`src/sv/tea_pkg.sv`:
```
`timescale 1ns / 1ps
// tea_pkg: shared types, constants and the round mix function for the TEA cipher.
// No dependencies; used by every module of the block.
package tea_pkg;

  localparam logic [31:0] DELTA = 32'h9e3779b9;
  localparam int unsigned WORD_W = 32;

  // configuration register indexes
  localparam int unsigned CFG_IDX_W = 2;
  localparam logic [CFG_IDX_W-1:0] REG_KEY0 = 2'd0;
  localparam logic [CFG_IDX_W-1:0] REG_KEY1 = 2'd1;
  localparam logic [CFG_IDX_W-1:0] REG_KEY2 = 2'd2;
  localparam logic [CFG_IDX_W-1:0] REG_KEY3 = 2'd3;

  // request queue between front and back
  localparam int unsigned QUEUE_DEPTH = 4;
  localparam int unsigned QPTR_W = $clog2(QUEUE_DEPTH);
  localparam int unsigned QCNT_W = $clog2(QUEUE_DEPTH + 1);

  typedef struct packed {
    logic [WORD_W-1:0] k0;
    logic [WORD_W-1:0] k1;
    logic [WORD_W-1:0] k2;
    logic [WORD_W-1:0] k3;
  } tea_key_t;

  // one classified request
  typedef struct packed {
    logic              dec;
    logic [WORD_W-1:0] y;
    logic [WORD_W-1:0] z;
  } tea_item_t;

  function automatic logic [WORD_W-1:0] mix(
    input logic [WORD_W-1:0] x,
    input logic [WORD_W-1:0] sum,
    input logic [WORD_W-1:0] ka,
    input logic [WORD_W-1:0] kb
  );
    return ((x << 4) + ka) ^ (x + sum) ^ ((x >> 5) + kb);
  endfunction

endpackage

```
`src/sv/tea_front.sv`:
```
`timescale 1ns / 1ps
// tea_front: input register that takes requests and decodes the operation kind.
// Depends on tea_pkg; feeds tea_queue.
module tea_front (
  input  logic                      clk,
  input  logic                      rst_n,
  input  logic                      in_valid,
  output logic                      in_stall,
  input  logic                      in_kind,
  input  logic [31:0]               in_block_left,
  input  logic [31:0]               in_block_right,
  output logic                      push,
  output tea_pkg::tea_item_t        push_item,
  input  logic                      q_full
);

  logic               vld_r, vld_nxt;
  tea_pkg::tea_item_t item_r;

  // hold only while the queue cannot take the registered request
  assign in_stall  = vld_r & q_full;
  assign push      = vld_r & ~q_full;
  assign push_item = item_r;

  always_comb begin
    vld_nxt = vld_r;
    if (!in_stall) begin
      vld_nxt = in_valid;
    end
  end

  always_ff @(posedge clk) begin
    if (!rst_n) begin
      vld_r <= 1'b0;
    end else begin
      vld_r <= vld_nxt;
    end
  end

  always_ff @(posedge clk) begin
    if (!in_stall && in_valid) begin
      item_r.dec <= in_kind;
      item_r.y   <= in_block_left;
      item_r.z   <= in_block_right;
    end
  end

endmodule

```
`config.mk`:
```
export PLATFORM = sky130hd
export DESIGN_NAME = tea_front
export DESIGN_NICKNAME = d
export VERILOG_FILES = /design/src/sv/tea_pkg.sv /design/src/sv/tea_front.sv
export SDC_FILE = /design/constraint.sdc
export NUM_CORES = 1
export LEC_CHECK = 0
export BUFFER_PORTS_ARGS = -buffer_cell sky130_fd_sc_hd__clkbuf_2
export CORE_MARGIN = 2
export CORE_UTILIZATION = 40
export DETAILED_ROUTE_END_ITERATION = 7
export PLACE_DENSITY = 0.84
export SYNTH_ARGS = -nofsm -noshare
export SYNTH_HDL_FRONTEND = slang
export SYNTH_SLANG_ARGS = --single-unit
```
`constraint.sdc`:
```
create_clock -name clk -period 5.4 [get_ports clk]
set_input_delay 1.08 -clock clk [delete_from_list [all_inputs] [get_ports clk]]
set_output_delay 1.08 -clock clk [all_outputs]
set_load 0.03 [all_outputs]
```
**After elaboration in Yosys (flattened, before gate mapping)**

Cells that the tools add are included.

- Bits in registers: 66
- Input bits: 69
- Output and inout port bits: 67
- Word-level logic and storage cells: 9

- Bitwise logic cells: 3
- Reduce and logical (&&, ||, !) cells: 2

Operators by type and width:

| operator | number |
|---|---|
| $and 1x1->1 | 2 |
| $logic_and 1x1->1 | 1 |
| $logic_not 1->1 | 1 |
| $not 1->1 | 1 |

**Longest topological paths before layout**

- Depth in word-level cells: 3
- Gate-level depth with buffers: 2
- Gate-level depth less buffers: 2

**Worst setup path before layout**

No wires, ideal clock.

- Kind: input to register
- Start: input port q_full
- End: register item_r, in the netlist push_item[0] (enable)
- Library setup time: 0.496 ns
- Arrival time: 4.181 ns
- Required time: 4.904 ns
- Slack: 0.723 ns
- Cell stages on the path: 2
- Path buffers: 0
- Cell sequence: and2_4 -> nor2b_1

- Word-level cells in the longest chain between the ends: 3

Ends and longest elaborated chain:

| item | RTL line | text |
|---|---|---|
| start: declaration | tea_front.sv:14 | `input logic q_full` |
| $and 1x1->1 | tea_front.sv:21 | `assign in_stall = vld_r & q_full;` |
| $logic_not 1->1 | tea_front.sv:41 | `if (!in_stall && in_valid) begin` |
| $logic_and 1x1->1 | tea_front.sv:41 |  |
| end: declaration | tea_front.sv:18 | `tea_pkg::tea_item_t item_r;` |

No other way between the ends.
A chain may end at the register's enable or synchronous reset.

**Worst setup path after layout**

- Start: input port q_full
- End: output port push

- Word-level cells in the longest chain between the ends: 2

Ends and longest elaborated chain:

| item | RTL line | text |
|---|---|---|
| $not 1->1 | tea_front.sv:22 | `assign push = vld_r & ~q_full;` |
| $and 1x1->1 | tea_front.sv:22 |  |
| end: declaration | tea_front.sv:12 | `output logic push,` |

No other way between the ends.

==> results.md <==
* Outcome: finished clean
* Buf/Inv on CP at 2
* Setup TNS at 0 ns
* CP Capture Type: output port
* Pin count of the biggest net entering global routing at 36
* Antenna Cells at 0
* Slowest stage delay, CP at 0.20 ns
* Slew margin rel. at 0.462
* Initial antenna violation count at 0
* Setup bufs post-CTS at 0
* R2r startpoint: vld_r
* Post-Synth XOR/XNOR Area at 0
* Combinational fraction of design power at 0.113
* Syn Area/Cell at 28.6 um^2
* Pre-CTS setup slack at 2.50 ns
* HP Class: reg2reg
* Hold-critical path endpoint: vld_r
* Total number of vias at 1227
* Fin. Hold Viols at 0
* Vias per cell at 4.25
* Final worst slack at 2.77 ns
* Peak supply drop at 241 uV
* Max Cap Violations at 0
* R2r setup slk at 3.39 ns
* Pre-Repair DR Iteration Count at 4
* Ports at 136
* 1st-iter DRT viols at 22
* Clock share of power at 0.339
* Synthesized flop and latch total at 66
* Netlist cell types at 6
* Sequential share of power at 0.548
* Synth Cell Area at 2000 um^2
* Post-synthesis adder-cell area fraction at 0
* Post-CTS Resized at 0
* Die height at 74.7 um
* Crit-path most repeated cell: clkbuf_2
* P_leak at 1.31 nW
* Yosys top cell area share at 0.975
* Startpoint Class: primary input
* Crit-path leading delay family: buffers and inverters
* Hold Startpoint: vld_r
* CP arrival at 1.55 ns
* CORE AREA at 4790 um^2
* Synthesis Warnings at 0
* R2R depth at 3
* Critical Path Start: q_full
* CTS H-tree lvls at 3
* Num CTS Buffers at 9
* Number of I/O port buffers at 135
* WL/cell at 13.8 um
* Vias in the first global route at 1216
* Total wire length at 4000 um
* DIE AREA at 5590 um^2
* Post-synth top flop: edfxtp_1
* Area delta synth->final at 47.6%
* Critical path class: in2out
* Post-synthesis compound-gate area fraction at 0.00375
* Largest family of logic cells by synthesized area: simple AND/OR/NAND/NOR gates
* # rows at 25
* Pwr Total at 0.00111 W
* Final setup violation count at 0
* GPL Wtd Cong at 0.735
* Hold Slack at 0.657 ns
* Int Pwr at 0.000846 W
* Power per cell area at 374 nW/um^2
* Final min period at 2.63 ns
* Worst Tran Pin Value at 0.805 ns
* Seq/Total Area, Yosys at 0.985
* Largest area contributor in the netlist: edfxtp_1
* DIE WIDTH at 74.7 um
* Simple-gate area share of the yosys netlist at 0.0113
* Root Buffer: clkbuf_8
* Most frequent cell after synthesis: edfxtp_1
* Clk_lat worst skew at 0.33 ns
* Slowest-stage cell, CP: clkbuf_2
* Worst path cell trace: clkbuf_2 > and2b_1 > clkbuf_2
* Fill cells at 380
* RR Endpoint: push_item[60]
* Switching share of power at 0.235
* Top post-synthesis cells by area: edfxtp_1 98%, dfxtp_1 1.0%, and2_4 0.44%
* Crit path max fanout at 2
* DRC viols at 0
* Layout cells sized above 1 at 0.671
* Initial Util at 0.418
* Sw power at 0.000260 W
* RSZ-0062 raised after global routing: no
* Fin. max-slew vios at 0
* Clock Skews at 0.0157 ns
* Clock Pin Slew Worst Setup and Hold Paths at 0.07 ns
* Synth async-reset ratio at 0
* Post-synthesis mux area share at 0
* Clock tree buffer depth at 2
* Period utilization at 0.488
* EDFF count, synth at 65
* CTS tree: yes
* Layout Nets at 286
* CTS Hold Bufs at 0
* GRT overflow at 0
* Syn Nets at 139
* First-pass GRT wire length at 5380 um
* CP required at 4.32 ns
* WHS Path Cells at 2
* Clock sink count at 66
* Total track usage at 0.143
* FMAX at 0.380 GHz
* Mapped Cells at 70
* Final ANT Viol Nets at 0
-- power by group through the flow --
stage | sequential, W | clock [W] | combinational (W)
after floorplan | 0.000679 | 0 | 0.0000117
after global placement | 0.000616 | 0 | 0.000124
after detailed placement | 0.000618 | 0 | 0.000126
after CTS | 0.000607 | 0.000382 | 0.000126
after global routing | 0.000609 | 0.000397 | 0.000132
final | 0.000606 | 0.000375 | 0.000125
-- worst max path at each step --
stage,to,slack (ns),cells past startpoint
final,push,2.77,3
after global routing,push_item[13],2.73,4
after CTS,push,2.76,3
after floorplan,push_item[0],0.72,2
after detailed placement,push_item[49],2.50,4
after global placement,push_item[49],2.55,4
-- sequential cells by signal, indices dropped and copies added, names as in the netlist --
signal,count
push_item,65
vld_r,1
-- logic make-up after synthesis --
logic type and count (synthesis):
flip-flops 66, AO/OA/AOI/OAI 1, AND/OR/NAND/NOR 3
-- placed cells by master, fill, tap and decap left out, drive strengths merged --
cell type,Yosys,layout
and2b,1,1
nor2b,1,1
o21a,1,1
buf,0,1
edfxtp,65,65
clkinv,0,3
clkbuf,0,147
bufinv,0,1
and2,1,1
dfxtp,1,1
-- worst min-delay path, stage by stage, from the launching register on --
cell and delay [ns]:
dfxtp_1 0.33, and2_4 0.17, o21a_1 0.12
-- per-layer routing --
| layer | part of all wire | global-route usage | vias to the layer above |
|---|---|---|---|
| met5 | 0 | 0 | - |
| met4 | 0.014 | 0.0952 | 0 |
| met3 | 0.16 | 0.103 | 6 |
| met2 | 0.51 | 0.222 | 91 |
| met1 | 0.32 | 0.132 | 556 |
| li1 | - | - | 574 |
-- metrics by stage --
step / instances / utilization / instance area [um^2]
floorplan: 70 / - / 2000
global placement: 273 / 0.580 / 2780
detailed placement: 273 / 0.580 / 2780
CTS: 289 / 0.617 / 2950
global route: 289 / 0.617 / 2950
finish: 289 / 0.617 / 2950
-- area by class of cell --
cell class	count	area, um^2	share of cell area
Clock buffer	12	135	0.0457
Clock inverter	4	42.5	0.0144
Multi-Input combinational cell	4	37.5	0.0127
Sequential cell	66	1970	0.668
Tap cell	67	83.8	0.0284
Timing Repair Buffer	136	683	0.231
Note: power is estimated with default switching activity, not from simulation.
