File: src/sv/tea_pkg.sv
`timescale 1ns / 1ps
// tea_pkg: shared types, constants and the round mix function for the TEA cipher.
// No dependencies; used by every module of the block.
package tea_pkg;

  localparam logic [31:0] DELTA = 32'h9e3779b9;
  localparam int unsigned WORD_W = 32;

  // configuration register indexes
  localparam int unsigned CFG_IDX_W = 2;
  localparam logic [CFG_IDX_W-1:0] REG_KEY0 = 2'd0;
  localparam logic [CFG_IDX_W-1:0] REG_KEY1 = 2'd1;
  localparam logic [CFG_IDX_W-1:0] REG_KEY2 = 2'd2;
  localparam logic [CFG_IDX_W-1:0] REG_KEY3 = 2'd3;

  // request queue between front and back
  localparam int unsigned QUEUE_DEPTH = 4;
  localparam int unsigned QPTR_W = $clog2(QUEUE_DEPTH);
  localparam int unsigned QCNT_W = $clog2(QUEUE_DEPTH + 1);

  typedef struct packed {
    logic [WORD_W-1:0] k0;
    logic [WORD_W-1:0] k1;
    logic [WORD_W-1:0] k2;
    logic [WORD_W-1:0] k3;
  } tea_key_t;

  // one classified request
  typedef struct packed {
    logic              dec;
    logic [WORD_W-1:0] y;
    logic [WORD_W-1:0] z;
  } tea_item_t;

  function automatic logic [WORD_W-1:0] mix(
    input logic [WORD_W-1:0] x,
    input logic [WORD_W-1:0] sum,
    input logic [WORD_W-1:0] ka,
    input logic [WORD_W-1:0] kb
  );
    return ((x << 4) + ka) ^ (x + sum) ^ ((x >> 5) + kb);
  endfunction

endpackage

File: src/sv/tea_queue.sv
`timescale 1ns / 1ps
// tea_queue: short FIFO of classified requests between front and back.
// Depends on tea_pkg.
module tea_queue (
  input  logic               clk,
  input  logic               rst_n,
  input  logic               push,
  input  tea_pkg::tea_item_t push_item,
  output logic               full,
  output logic               not_empty,
  input  logic               pop,
  output tea_pkg::tea_item_t pop_item
);

  tea_pkg::tea_item_t               mem_r [tea_pkg::QUEUE_DEPTH];
  logic [tea_pkg::QPTR_W-1:0]       wr_ptr_r, wr_ptr_nxt;
  logic [tea_pkg::QPTR_W-1:0]       rd_ptr_r, rd_ptr_nxt;
  logic [tea_pkg::QCNT_W-1:0]       cnt_r, cnt_nxt;

  assign full      = (cnt_r == tea_pkg::QCNT_W'(tea_pkg::QUEUE_DEPTH));
  assign not_empty = (cnt_r != '0);
  assign pop_item  = mem_r[rd_ptr_r];

  always_comb begin
    wr_ptr_nxt = wr_ptr_r;
    rd_ptr_nxt = rd_ptr_r;
    cnt_nxt    = cnt_r;
    if (push) begin
      wr_ptr_nxt = wr_ptr_r + 1'b1;
    end
    if (pop) begin
      rd_ptr_nxt = rd_ptr_r + 1'b1;
    end
    if (push && !pop) begin
      cnt_nxt = cnt_r + 1'b1;
    end else if (pop && !push) begin
      cnt_nxt = cnt_r - 1'b1;
    end
  end

  always_ff @(posedge clk) begin
    if (!rst_n) begin
      wr_ptr_r <= '0;
      rd_ptr_r <= '0;
      cnt_r    <= '0;
    end else begin
      wr_ptr_r <= wr_ptr_nxt;
      rd_ptr_r <= rd_ptr_nxt;
      cnt_r    <= cnt_nxt;
    end
  end

  always_ff @(posedge clk) begin
    if (push) begin
      mem_r[wr_ptr_r] <= push_item;
    end
  end

endmodule

File: config.mk
export PLATFORM = sky130hd
export DESIGN_NAME = tea_queue
export DESIGN_NICKNAME = d
export VERILOG_FILES = /design/src/sv/tea_pkg.sv /design/src/sv/tea_queue.sv
export SDC_FILE = /design/constraint.sdc
export NUM_CORES = 1
export LEC_CHECK = 0
export BUFFER_PORTS_ARGS = -buffer_cell sky130_fd_sc_hd__buf_4
export CAP_MARGIN = 15
export CORE_MARGIN = 4
export CORE_UTILIZATION = 60
export CTS_CLUSTER_DIAMETER = 40
export DETAILED_ROUTE_END_ITERATION = 10
export GPL_ROUTABILITY_DRIVEN = 0
export PLACE_DENSITY_LB_ADDON = 0.1
export SLEW_MARGIN = 25
export SYNTH_ARGS = -nofsm -noshare
export SYNTH_HDL_FRONTEND = slang
export SYNTH_SLANG_ARGS = --single-unit
File: constraint.sdc
create_clock -name clk -period 6.3 [get_ports clk]
set_input_delay 0.315 -clock clk [delete_from_list [all_inputs] [get_ports clk]]
set_output_delay 0.315 -clock clk [all_outputs]
set_load 0.02 [all_outputs]
**After elaboration in Yosys (flattened, before gate mapping)**

Memories as Yosys holds them, arrays and structs flattened. A register that Yosys moved wholly into a read port is not among the register bits.
Cells that the tools add are included.

- Logic and storage cells: 21
- Bits in writable memories: 260
- Bits in registers: 7
- Output and inout port bits: 67
- Input bits: 69
- Memories: 1

Memories:

| memory | words | bits a word | rd ports | clocked after memory_dff | wr ports | line | source |
|---|---|---|---|---|---|---|---|
| mem_r | 4 | 65 | 1 | 1 | 1 | tea_queue.sv:15 | `tea_pkg::tea_item_t mem_r [tea_pkg::QUEUE_DEPTH];` |

- Reductions and logical operators: 6
- Eq/ne operators: 1
- Add/subtract/negate cells: 4
- Muxes and demuxes: 6

Operators by type and width:

| kind | number |
|---|---|
| 2-to-1 mux 3 bit | 2 |
| adder 2 x 1 -> 2 bit, second input constant | 2 |
| 2-to-1 mux 2 bit | 2 |
| adder 3 x 1 -> 3 bit, second input constant | 1 |
| == test 3 bit, second input constant | 1 |
| nonzero test 3 bit | 1 |
| subtractor 3 x 1 -> 3 bit, second input constant | 1 |
| logical AND 1 bit | 2 |
| logical NOT 1 bit | 2 |
| 2-to-1 mux 1 bit | 2 |
| nonzero test 2 bit | 1 |

**Logic depth before layout (Yosys ltp)**

- Word-level depth: 4
- Depth in mapped cells: 7
- Depth with buffers taken out: 7

**Least setup slack after synthesis**

Ideal clock, no wire load.

- Path type: reg2reg
- Start point: register wr_ptr_r[0] (netlist bit)
- End point: memory mem_r[0][0] (netlist bit), enable pin
- Setup time: 0.430 ns
- Period minus slack after synthesis: 2.498 ns
- Cell stages (with the launch flop): 4
- Setup slack: 3.802 ns
- Path buffers: 0
- Arrival time: 2.069 ns
- Data required time: 5.870 ns
- Path through: dfxtp_1 inv_1 ha_1 and2_1

RTL lines:

| item | line | source |
|---|---|---|
| from (decl) | tea_queue.sv:16 | `logic [tea_pkg::QPTR_W-1:0] wr_ptr_r, wr_ptr_nxt;` |
| from (signal assigned) | tea_queue.sv:47 | `wr_ptr_r <= wr_ptr_nxt;` |
| to (decl) | tea_queue.sv:15 |  |

No word-level cell before the write port.

==> impl_metrics.yaml <==
status:
  outcome: "finished, final reports clean"
power_and_ir_drop:
  peakVddDrop_uv: 241.0
  p_leak_nw: 4.353
  power.density_mw_per_mm2: 337.8
route:
  num_vias: 4596
  vias_per_cell: 5.471
  postRouteAntennaNets: 0
  wl_mm: 17.44
  firstDrtPassIters: 4
  first_iter_violations: 287
  wl_per_cell_microns: 20.77
  drcViolationCount: 0
clock_network:
  cts_tree: "yes"
  clock_path_buffers: 3
  cts-root-buf: "clkbuf_16"
  numCtsBuffers: 30
  ctsHtreeMaxLevel: 1
  cts.clk_slew.worst_paths_ps: 50
  clock-sinks: 269
  insertion_delay_ps: 520
  cts_setup_buffers: 0
cells_and_area:
  ff_latch_area_sq_mm: 0.007995
  antenna_cells: 0
  multiInputGateArea_sq_mm: 0.001725
  syn_to_final_growth_pct: 28.39
  n_fill_cell: 841
  nets: 676
  drive_gt1_share_pct: 40.54
placed_design:
  io_buffers: 135
  hpwl_mm: 9.298
  pre_cts_ws_ps: 3658
floorplanning:
  ios: 136
  start_util_pct: 61.69
  die_h_microns: 136.3
  rows: 46
  core_area_sq_mm: 0.01600
  dieArea_sq_mm: 0.01857
  fp.dieW_microns: 136.3
synthesis:
  ys.flop_type: "edfxtp_1"
  yosysUniqueCellTypes: 21
  yosys-top-cells-area: "edfxtp_1 (79%), mux4_2 (15%), dfxtp_1 (1.8%), buf_12 (1.0%), ha_1 (0.63%)"
  syn_nets: 457
  synth_area_sq_mm: 0.009871
  synth_edf_count: 260
  synth_warnings: 0
  ys_seq_area_share_pct: 80.92
  synthCells: 382
  synth_top_area_cell: "edfxtp_1"
  syn_avg_cell_area_sq_um: 25.84
  ys_ff_latch: 269
  synthArstFlopShare_pct: 0
  synth_top_area_share_pct: 79.10
sta:
  rsz0062_at_grt: "no"
  tightest_slew_ps: 1030
  setup_viol: 0
  fin_skew_ps: 6.184
  hold_viol_final: 0
  period_minus_slack_ps: 3089
  relSlewSlack_pct: 31.34
  setup_slack_ps: 3211
  setup_tns_ps: 0
  slew_viol_final: 0
  max_clock_freq_ghz: 0.3237
  post-route-period-util_pct: 49.03
setup_path:
  crit_path_frequent_cell: "buf_4"
  crit_family: "buffers and inverters"
  crit_type: "flip-flop to output pin"
  path_buf_inv: 2
  cp_slowest_cell: "buf_4"
  cp-end-kind: "output pin"
  max_stage_delay_ps: 760
  critPathRequiredTime_ps: 5980
  r2r_cells: 3
  cp_max_fo: 43
  worst_setup_path_start_kind: "flip-flop"
  cp.depth: 3
  crit_chain: "buf_4, mux4_2, buf_4"
  cp.arrival_ps: 2770
global_route:
  grt_pass1_wl_mm: 26.92
  overflow: 0
  grt_pass1_vias: 4921
  antenna_found_initial: 0
  grt_max_degree: 66
  grtUsageTotal_pct: 19.07
worst_hold_path:
  hold_path_depth: 2
  hold_class: "input port to flip-flop"
job:
  cap_violations: 0
-- what timing repair did --
item	in CTS	in global routing
resized for setup	0	0
endpoints found under the hold margin	260	0
hold buffers	65	0
endpoints found under the setup margin	0	0
-- per-stage QoR --
stage          cell area [sq um]  hold slack, ps  util, %  power [mW]  cells
2_1_floorplan               9871           413.9        -       2.404    382
3_3_place_gp               11030           482.9    68.92       2.582    720
3_5_place_dp               11030           518.5    68.92       2.594    720
4_1_cts                    12670           36.61    79.21       4.320    840
5_1_grt                    12670           48.23    79.21       4.431    840
6_report                   12670           55.26    79.21       4.281    840
-- layout make-up --
type,count,share of cell area (%)
flip-flops and latches,269,63.09
multi-input cells,95,13.61
repair buffers,201,13.19
clock buffers,37,6.299
well taps,216,2.132
clock inverters,18,1.560
inverters,4,0.1185
-- power breakdown --
part           total [mW]  switching [mW]  internal, mW
registers            2.10          0.0439          2.06
logic               0.483           0.239         0.244
clock network        1.70           0.666          1.03
total                4.28           0.949          3.33
-- final timing paths --
| kind | end | slack, ps | start |
|---|---|---|---|
| min reg2reg | cnt_r[2]$_SDFFE_PN0P_ | 520 | cnt_r[2]$_SDFFE_PN0P_ |
| max reg2reg | mem_r[2][39]$_DFFE_PP_ | 4460 | wr_ptr_r[0]$_SDFFE_PN0P_ |
| max | pop_item[23] | 3210 | flip-flop |
| min | rd_ptr_r[0]$_SDFFE_PN0P_ | 60 | rst_n |
-- cell usage after synthesis, types with 2 or more instances --
cell,number
inv_1,4
mux2i_1,2
xor2_1,3
buf_2,6
buf_12,5
or3_1,2
and2_1,9
nor2b_1,2
xnor2_1,2
mux4_2,65
dfxtp_1,9
ha_1,5
edfxtp_1,260
-- metal layers --
metal	vias up	global-route usage (%)	wire (microns)
li1	2069	-	-
met1	2376	25.96	7035
met2	126	32.39	9108
met3	25	3.997	1054
met4	0	4.423	245
met5	-	0	0
-- cells in the final DEF, fill, tap and decap left out, drive strengths merged, types with 3 or more instances in the layout --
master / instances
dfxtp: 9
ha: 5
buf: 136
clkinvlp: 4
edfxtp: 260
mux4: 65
bufinv: 3
inv: 8
clkinv: 7
dlygate4sd3: 65
and2: 9
xor2: 3
clkbuf: 37
-- sequential cells by signal, summed over array words and instances (netlist names), named ones only --
| signal | count |
|---|---|
| rd_ptr_r | 2 |
| cnt_r | 3 |
| wr_ptr_r | 2 |
| mem_r | 260 |
-- cells by family (layout without fill, tap and decap cells) --
kind of cell / after synthesis / after routing / share of synthesized area (%)
simple gates: 15 / 15 / 0.9379
compound gates: 2 / 2 / 0.1267
flops: 269 / 269 / 80.92
fa+ha+maj: 6 / 6 / 0.8366
xor+xnor: 5 / 5 / 0.4437
mux: 67 / 67 / 15.03
buf+inv: 18 / 260 / 1.699
Note: power is estimated with default switching activity, not from simulation.
